[src/rtl/b64d_pkg.sv]
// shared types, constants and the character decode function of the base64 decoder
// no dependencies; imported by every other module of the block
package b64d_pkg;

   typedef enum logic [1:0] {
      STATUS_OK         = 2'd0,
      STATUS_BAD_CHAR   = 2'd1,
      STATUS_BAD_LENGTH = 2'd2
   } status_type;

   localparam logic [7:0] PAD_CHAR = 8'h3D;

   // one decoded group handed from the front to the back
   typedef struct packed {
      logic [23:0] triple;
      logic [1:0]  count;
      status_type  status;
      logic        eom;
   } job_type;

   localparam int JOB_WIDTH = $bits(job_type);

   typedef struct packed {
      logic       valid;
      logic [5:0] sextet;
   } sextet_type;

   function automatic sextet_type char_to_sextet(input logic [7:0] c);
      sextet_type r;
      r.valid  = 1'b1;
      r.sextet = 6'd0;
      case (c) inside
         [8'h41:8'h5A]: r.sextet = 6'(c - 8'h41);
         [8'h61:8'h7A]: r.sextet = 6'(c - 8'h61 + 8'd26);
         [8'h30:8'h39]: r.sextet = 6'(c - 8'h30 + 8'd52);
         8'h2B:         r.sextet = 6'd62;
         8'h2F:         r.sextet = 6'd63;
         PAD_CHAR:      r.sextet = 6'd0;
         default:       r.valid  = 1'b0;
      endcase
      return r;
   endfunction

endpackage

[src/rtl/b64d_front.sv]
// front end: takes characters, gathers sextets and classifies each finished group
// depends on b64d_pkg; pushes one job per group or error into the queue
module b64d_front
   import b64d_pkg::*;
(
   input  logic       clock,
   input  logic       reset,
   input  logic       accept,
   input  logic [7:0] char_code,
   input  logic       last_char,
   output logic       push,
   output job_type    job
);

   logic [1:0]  pos_ff, pos_in;
   logic [17:0] acc_ff, acc_in;
   logic        bad_ff, bad_in;
   logic        third_ff, third_in;
   logic        disc_ff, disc_in;

   sextet_type dec;
   logic       is_pad;
   logic [1:0] count;

   assign dec    = char_to_sextet(char_code);
   assign is_pad = (char_code == PAD_CHAR);

   always_comb begin
      pos_in   = pos_ff;
      acc_in   = acc_ff;
      bad_in   = bad_ff;
      third_in = third_ff;
      disc_in  = disc_ff;
      push     = 1'b0;
      job      = '{triple: 24'd0, count: 2'd1, status: STATUS_OK, eom: 1'b1};
      count    = 2'd3 - {1'b0, last_char & is_pad} - {1'b0, last_char & third_ff};
      if (accept) begin
         if (disc_ff) begin
            if (last_char) begin
               pos_in   = 2'd0;
               acc_in   = 18'd0;
               bad_in   = 1'b0;
               third_in = 1'b0;
               disc_in  = 1'b0;
            end
         end else if (pos_ff != 2'd3) begin
            if (last_char) begin
               push       = 1'b1;
               job.status = STATUS_BAD_LENGTH;
               pos_in     = 2'd0;
               acc_in     = 18'd0;
               bad_in     = 1'b0;
               third_in   = 1'b0;
            end else begin
               acc_in = {acc_ff[11:0], dec.sextet};
               bad_in = bad_ff | ~dec.valid;
               if (pos_ff == 2'd2) begin
                  third_in = is_pad;
               end
               pos_in = pos_ff + 2'd1;
            end
         end else begin
            push = 1'b1;
            if (bad_ff || !dec.valid) begin
               job.status = STATUS_BAD_CHAR;
               disc_in    = ~last_char;
            end else begin
               job.triple = {acc_ff, dec.sextet};
               job.count  = count;
               job.eom    = last_char;
            end
            pos_in   = 2'd0;
            acc_in   = 18'd0;
            bad_in   = 1'b0;
            third_in = 1'b0;
         end
      end
   end

   always_ff @(posedge clock) begin
      if (reset) begin
         pos_ff   <= 2'd0;
         acc_ff   <= 18'd0;
         bad_ff   <= 1'b0;
         third_ff <= 1'b0;
         disc_ff  <= 1'b0;
      end else begin
         pos_ff   <= pos_in;
         acc_ff   <= acc_in;
         bad_ff   <= bad_in;
         third_ff <= third_in;
         disc_ff  <= disc_in;
      end
   end

endmodule

[src/rtl/b64d_queue.sv]
// short register queue of decoded jobs between front and back
// depends on b64d_pkg for the entry width only
module b64d_queue
   import b64d_pkg::*;
#(
   parameter int DEPTH = 4
) (
   input  logic                 clock,
   input  logic                 reset,
   input  logic                 push,
   input  logic [JOB_WIDTH-1:0] push_data,
   input  logic                 pop,
   output logic [JOB_WIDTH-1:0] pop_data,
   output logic                 full,
   output logic                 not_empty
);

   localparam int PTR_W = $clog2(DEPTH);
   localparam int CNT_W = $clog2(DEPTH + 1);

   logic [JOB_WIDTH-1:0] mem_ff [DEPTH];
   logic [PTR_W-1:0]     wr_ff, wr_in;
   logic [PTR_W-1:0]     rd_ff, rd_in;
   logic [CNT_W-1:0]     cnt_ff, cnt_in;

   assign full      = (cnt_ff == CNT_W'(DEPTH));
   assign not_empty = (cnt_ff != '0);
   assign pop_data  = mem_ff[rd_ff];

   always_comb begin
      wr_in  = wr_ff;
      rd_in  = rd_ff;
      cnt_in = cnt_ff;
      if (push) begin
         wr_in = (wr_ff == PTR_W'(DEPTH - 1)) ? '0 : wr_ff + 1'b1;
      end
      if (pop) begin
         rd_in = (rd_ff == PTR_W'(DEPTH - 1)) ? '0 : rd_ff + 1'b1;
      end
      if (push && !pop) begin
         cnt_in = cnt_ff + 1'b1;
      end else if (pop && !push) begin
         cnt_in = cnt_ff - 1'b1;
      end
   end

   always_ff @(posedge clock) begin
      if (push) begin
         mem_ff[wr_ff] <= push_data;
      end
   end

   always_ff @(posedge clock) begin
      if (reset) begin
         wr_ff  <= '0;
         rd_ff  <= '0;
         cnt_ff <= '0;
      end else begin
         wr_ff  <= wr_in;
         rd_ff  <= rd_in;
         cnt_ff <= cnt_in;
      end
   end

endmodule

[src/rtl/b64d_back.sv]
// back end: takes one job from the queue and sends its bytes one per transaction
// depends on b64d_pkg; results are selected combinationally from the registered job
module b64d_back
   import b64d_pkg::*;
(
   input  logic       clock,
   input  logic       reset,
   input  logic       q_valid,
   input  job_type    q_job,
   output logic       pop,
   output logic       rsp_valid,
   input  logic       rsp_ready,
   output logic [7:0] rsp_byte,
   output logic [1:0] rsp_status,
   output logic       rsp_eom
);

   job_type    job_ff, job_in;
   logic [1:0] idx_ff, idx_in;
   logic       busy_ff, busy_in;
   logic       fire;
   logic       last_idx;
   logic       load;

   assign fire     = busy_ff & rsp_ready;
   assign last_idx = (idx_ff == job_ff.count - 2'd1);
   assign load     = q_valid & (~busy_ff | (fire & last_idx));
   assign pop      = load;

   always_comb begin
      job_in  = job_ff;
      idx_in  = idx_ff;
      busy_in = busy_ff;
      if (load) begin
         job_in  = q_job;
         idx_in  = 2'd0;
         busy_in = 1'b1;
      end else if (fire) begin
         idx_in = idx_ff + 2'd1;
         if (last_idx) begin
            busy_in = 1'b0;
         end
      end
   end

   always_comb begin
      case (idx_ff)
         2'd0:    rsp_byte = job_ff.triple[23:16];
         2'd1:    rsp_byte = job_ff.triple[15:8];
         2'd2:    rsp_byte = job_ff.triple[7:0];
         default: rsp_byte = 8'd0;
      endcase
   end

   assign rsp_valid  = busy_ff;
   assign rsp_status = job_ff.status;
   assign rsp_eom    = job_ff.eom & last_idx;

   always_ff @(posedge clock) begin
      job_ff <= job_in;
   end

   always_ff @(posedge clock) begin
      if (reset) begin
         idx_ff  <= 2'd0;
         busy_ff <= 1'b0;
      end else begin
         idx_ff  <= idx_in;
         busy_ff <= busy_in;
      end
   end

endmodule

[src/rtl/base64_stream_decoder_top.sv]
// streaming base64 decoder, one character per transaction in, one byte per transaction out
// a group's result is written into the job queue in the transaction that takes its last character
// and is offered once the back end has loaded it from the queue into its job register
// throughput: one character per cycle until the queue fills and req_tready drops; one result
// per cycle while rsp_tready is high, the job queue absorbing groups while the result side stalls
// reset: synchronous, clears group state, queue and output; no clearing pass
// depends on b64d_pkg, b64d_front, b64d_queue, b64d_back
module base64_stream_decoder_top
   import b64d_pkg::*;
#(
   parameter int QUEUE_DEPTH = 4
) (
   input  logic       clock,
   input  logic       reset,
   input  logic       req_tvalid,
   output logic       req_tready,
   input  logic [7:0] req_tdata,   // [7:0] char_code
   input  logic       req_tlast,
   output logic       rsp_tvalid,
   input  logic       rsp_tready,
   output logic [7:0] rsp_tdata,   // [7:0] data_byte
   output logic [1:0] rsp_tuser,   // [1:0] status
   output logic       rsp_tlast
);

   logic    accept;
   logic    push;
   logic    pop;
   logic    full;
   logic    not_empty;
   job_type push_job;
   job_type pop_job;

   assign req_tready = ~full;
   assign accept     = req_tvalid & req_tready;

   b64d_front u_front (
      .clock     (clock),
      .reset     (reset),
      .accept    (accept),
      .char_code (req_tdata),
      .last_char (req_tlast),
      .push      (push),
      .job       (push_job)
   );

   b64d_queue #(
      .DEPTH (QUEUE_DEPTH)
   ) u_queue (
      .clock     (clock),
      .reset     (reset),
      .push      (push),
      .push_data (push_job),
      .pop       (pop),
      .pop_data  (pop_job),
      .full      (full),
      .not_empty (not_empty)
   );

   b64d_back u_back (
      .clock      (clock),
      .reset      (reset),
      .q_valid    (not_empty),
      .q_job      (pop_job),
      .pop        (pop),
      .rsp_valid  (rsp_tvalid),
      .rsp_ready  (rsp_tready),
      .rsp_byte   (rsp_tdata),
      .rsp_status (rsp_tuser),
      .rsp_eom    (rsp_tlast)
   );

   // an error result is always alone and ends the message
   assert property (@(posedge clock) disable iff (reset)
      (rsp_tvalid && rsp_tuser != STATUS_OK) |-> (rsp_tlast && rsp_tdata == 8'd0))
      else $error("error result without end of message or with data");

   assert property (@(posedge clock) disable iff (reset)
      rsp_tvalid |-> (rsp_tuser == STATUS_OK || rsp_tuser == STATUS_BAD_CHAR ||
                      rsp_tuser == STATUS_BAD_LENGTH))
      else $error("undefined status code");

   // queue never overflows or underflows
   assert property (@(posedge clock) disable iff (reset)
      !(push && full && !pop) && !(pop && !not_empty))
      else $error("job queue overflow or underflow");

   // a stalled result stays offered and unchanged
   assert property (@(posedge clock) disable iff (reset)
      (rsp_tvalid && !rsp_tready) |=> (rsp_tvalid && $stable(rsp_tdata) &&
                                       $stable(rsp_tuser) && $stable(rsp_tlast)))
      else $error("stalled result dropped or changed by back end");

endmodule
[config.mk]
export PLATFORM = sky130hd
export DESIGN_NAME = base64_stream_decoder_top
export DESIGN_NICKNAME = d
export VERILOG_FILES = /design/src/rtl/b64d_pkg.sv /design/src/rtl/b64d_front.sv /design/src/rtl/b64d_queue.sv /design/src/rtl/b64d_back.sv /design/src/rtl/base64_stream_decoder_top.sv
export SDC_FILE = /design/constraint.sdc
export NUM_CORES = 1
export LEC_CHECK = 0
export ABC_AREA = 0
export BUFFER_PORTS_ARGS = -buffer_cell sky130_fd_sc_hd__buf_2
export CAP_MARGIN = 40
export CORE_ASPECT_RATIO = 1.2
export CORE_MARGIN = 2
export CORE_UTILIZATION = 55
export DETAILED_ROUTE_END_ITERATION = 10
export HOLD_SLACK_MARGIN = 0.12
export PLACE_DENSITY_LB_ADDON = 0.25
export SYNTH_ARGS = -nofsm -noshare
export SYNTH_HDL_FRONTEND = slang
export SYNTH_SLANG_ARGS = --single-unit
[constraint.sdc]
create_clock -name clock -period 3.65 [get_ports clock]
set_input_delay 0.365 -clock clock [delete_from_list [all_inputs] [get_ports clock]]
set_output_delay 0.365 -clock clock [all_outputs]
set_load 0.005 [all_outputs]
==> flow_summary_export.csv <==
group,metric,value,unit
logic_synthesis,synth_nets,525,
logic_synthesis,yosysSeqAreaShare,67.29,%
floorplanning,die_x,110.3,um
critical_path,critPathMaxFanout,7,
logic_synthesis,yosys_warnings,0,
critical_path,r2r_cells,10,
logic_synthesis,syn-cell-area,7452,um^2
clock_tree,clock_path_buffers,2,
critical_path,cp-start-kind,"register",
logic_synthesis,synth_area_per_cell,15.24,um^2
placed_design,dpl_cell_area,7765,um^2
timing,max_clock_freq,366.5,MHz
timing,skew,10.77,ps
floorplanning,die_area,14500,um^2
timing,layout_worst_path_cycle_share,74.75,%
logic_synthesis,synthArstFlopShare,0,%
logic_synthesis,synth_largest_area_cell,"edfxtp_1",
critical_path,rrSetupSlack,920,ps
power_and_ir_drop,ir_drop,401.3,uV
route,drt-met1-wl,5879,um
critical_path,crit_type,"reg -> reg",
timing,rsz0062_at_grt,"no",
critical_path,r2r_start,"u_queue.cnt_ff[0]$_SDFFE_PP0P_",
cells_and_area,fin_cells,696,
timing,tightest_slew,864.9,ps
placed_design,dp.final_hpwl,9140,um
min_path,min_to,"u_front.disc_ff$_SDFFE_PP0P_",
placed_design,io_buffers,25,
clock_tree,cts_root_buf,"clkbuf_16",
grt,overflow,0,
route,dr_wl_met2,7374,um
floorplanning,die_h,131.5,um
route,avgViaCountPerCell,5.904,
power_and_ir_drop,total_leakage_power,2.911,nW
power_and_ir_drop,power_density,655.4,nW/um^2
route,routedWlPerCell,20.26,um
clock_tree,cts.clk_slew.worst_paths,70,ps
critical_path,path_cells,"or3b_1, nand2_1, nor2_1, o21a_1, ha_1, inv_1, fa_1, xor2_1, or3_1, a21oi_1",
job,maxCapViolCount,0,
status,outcome,"complete, no violations",
clock_tree,post_cts_resized,0,
grt,grt_pass1_wl,22330,um
logic_synthesis,ys_ff_latch,178,
clock_tree,insertion_delay,430,ps
min_path,min_from,"req_tlast",
logic_synthesis,yosysUniqueCellTypes,50,
timing,fin_setup_tns,0,ps
logic_synthesis,netlist_instances,489,
floorplanning,io_pins,26,
grt,grt_usage,21.18,%
grt,grt_pass1_vias,4270,
grt,grt_antenna_before_repair,0,
critical_path,r2r_end,"u_queue.cnt_ff[2]$_SDFFE_PP0P_",
logic_synthesis,synth_top_area_share,58.43,%
timing,hold_slack,309.9,ps
clock_tree,postCtsHoldBufs,0,
min_path,hold_path_class,"in -> reg",
route,dr.pass1.iters,5,
timing,slew_headroom,42.34,%
route,drt_iter0_drc,346,
timing,hold_viol,0,
clock_tree,cts_tree,"built",
clock_tree,post_cts_buffers,0,
cells_and_area,diodes,0,
placed_design,gp_congestion,0.8479,
clock_tree,clock-sinks,178,
floorplanning,rows,46,
critical_path,crit_arrival,3070,ps
timing,maxSlewViolCount,0,
placed_design,placedCellCount,664,
route,wl_met3,543,um
route,drc,0,
critical_path,critPathRequiredTime,4000,ps
timing,setup_viol,0,
clock_tree,cts_made_buffers,17,
logic_synthesis,synth.most_common_cell,"edfxtp_1",
cells_and_area,fill_cells,963,
cells_and_area,fin_area,8361,um^2
cells_and_area,drive_above_1_share,19.51,%
logic_synthesis,ys.flop_type,"edfxtp_1",
grt,grt_max_degree,34,
logic_synthesis,synth_commonest_cells,"145 x edfxtp_1, 44 x nor2_1, 33 x dfxtp_1",
cells_and_area,nets,551,
critical_path,end_kind,"register",
route,num_vias,4109,
floorplanning,core,13240,um^2
floorplanning,start_util,56.29,%
cells_and_area,area_growth,12.19,%
route,wl,14100,um
critical_path,cpPeakStageDelay,420,ps
logic_synthesis,synth_area_leaders,"edfxtp_1 58%, dfxtp_1 8.9%, mux4_2 8.8%, ha_1 3.7%, and2_1 2.3%",
route,ant_nets,0,
critical_path,slowest_stage,"fa_1",
timing,finalCriticalPeriod,2728,ps
logic_synthesis,synth-edff-count,145,
route,top_layer,"met4",
clock_tree,cts_htree_levels,4,
min_path,holdPathStages,3,
==> cells by family after synthesis <==
kind of cell	after synthesis	share of synthesized area, %
adders and majority gates	23	3.962
xor gates and xnor gates	9	1.058
and+or+nand+nor	124	8.378
DFF	178	67.29
muxes	38	9.973
AOI/OAI and AO/OA	69	6.666
buffers and inverters	48	2.669
==> state kept, by name (all words and copies together), names as in the netlist <==
name,cells
u_queue.cnt_ff,3
u_back.rsp_status,2
u_queue.rd_ff,2
u_back.rsp_valid,1
u_back.idx_ff,2
u_front.bad_ff,1
u_front.disc_ff,1
u_queue.wr_ff,2
u_queue.mem_ff,116
u_front.pos_ff,2
u_back.job_ff,27
u_front.acc_ff,18
u_front.third_ff,1
==> per-stage QoR <==
step / power, W / util, % / setup slack, ps
after global placement: 0.003690 / 58.51 / 790.4
after global routing: 0.005732 / 63.16 / 717.4
after detailed placement: 0.003741 / 58.66 / 832.0
after floorplan: 0.003392 / - / 662.7
after CTS: 0.005536 / 63.16 / 897.7
final: 0.005479 / 63.16 / 921.7
==> worst max-delay path by stage <==
stage | to | from | depth (start not counted)
after detailed placement | u_queue.mem_ff[0][12]$_DFFE_PP_ | req_tdata[2] | 10
after global placement | u_queue.mem_ff[2][17]$_DFFE_PP_ | req_tdata[2] | 10
after floorplan | u_queue.cnt_ff[2]$_SDFFE_PP0P_ | u_back.job_ff[4]$_DFFE_PP_ | 11
after global routing | u_queue.cnt_ff[2]$_SDFFE_PP0P_ | u_queue.cnt_ff[0]$_SDFFE_PP0P_ | 10
after CTS | u_queue.cnt_ff[2]$_SDFFE_PP0P_ | u_queue.cnt_ff[0]$_SDFFE_PP0P_ | 10
final | u_queue.cnt_ff[2]$_SDFFE_PP0P_ | u_queue.cnt_ff[0]$_SDFFE_PP0P_ | 10
==> layer usage <==
| metal | global-route usage [%] | vias to the layer above |
|---|---|---|
| li1 | - | 1922 |
| met1 | 26.71 | 2048 |
| met2 | 34.97 | 109 |
| met3 | 4.663 | 30 |
| met4 | 9.028 | 0 |
| met5 | 0 | - |
==> cells in the final DEF, fill, tap and decap left out, types with 17 or more instances in the layout <==
cell       netlist  layout
buf_2            8      25
edfxtp_1       145     145
and2_1          27      27
mux4_2          29      29
ha_1            22      22
nor2_1          44      44
inv_1           20      20
dfxtp_1         33      31
clkbuf_16        0      17
==> critical path: cells and delay by family (launching register included) <==
family | cells | cell delay (ps)
adder cells (fa/ha/maj) | 2 | 670
XOR/XNOR | 1 | 180
AND/OR/NAND/NOR | 4 | 840
flip-flops | 1 | 410
AO/OA/AOI/OAI | 2 | 480
buffers and inverters | 1 | 70
==> area by class of cell <==
class                           count  area, um^2  share of cell area, %
Clock inverter                     13       152.6                  1.826
Tap cell                          168       210.2                  2.514
Timing Repair Buffer               35       212.7                  2.544
Clock buffer                       19       442.9                  5.298
Sequential cell                   178        5017                  60.01
Multi-Input combinational cell    263        2250                  26.91
Inverter                           20       75.07                 0.8979
==> where the power goes <==
| part | switching (W) | total, W | internal, W |
|---|---|---|---|
| sequential | 0.000153 | 0.00268 | 0.00253 |
| combinational | 0.000514 | 0.00100 | 0.000487 |
| clock | 0.000760 | 0.00180 | 0.00104 |
(Power assumes the default switching activity.)
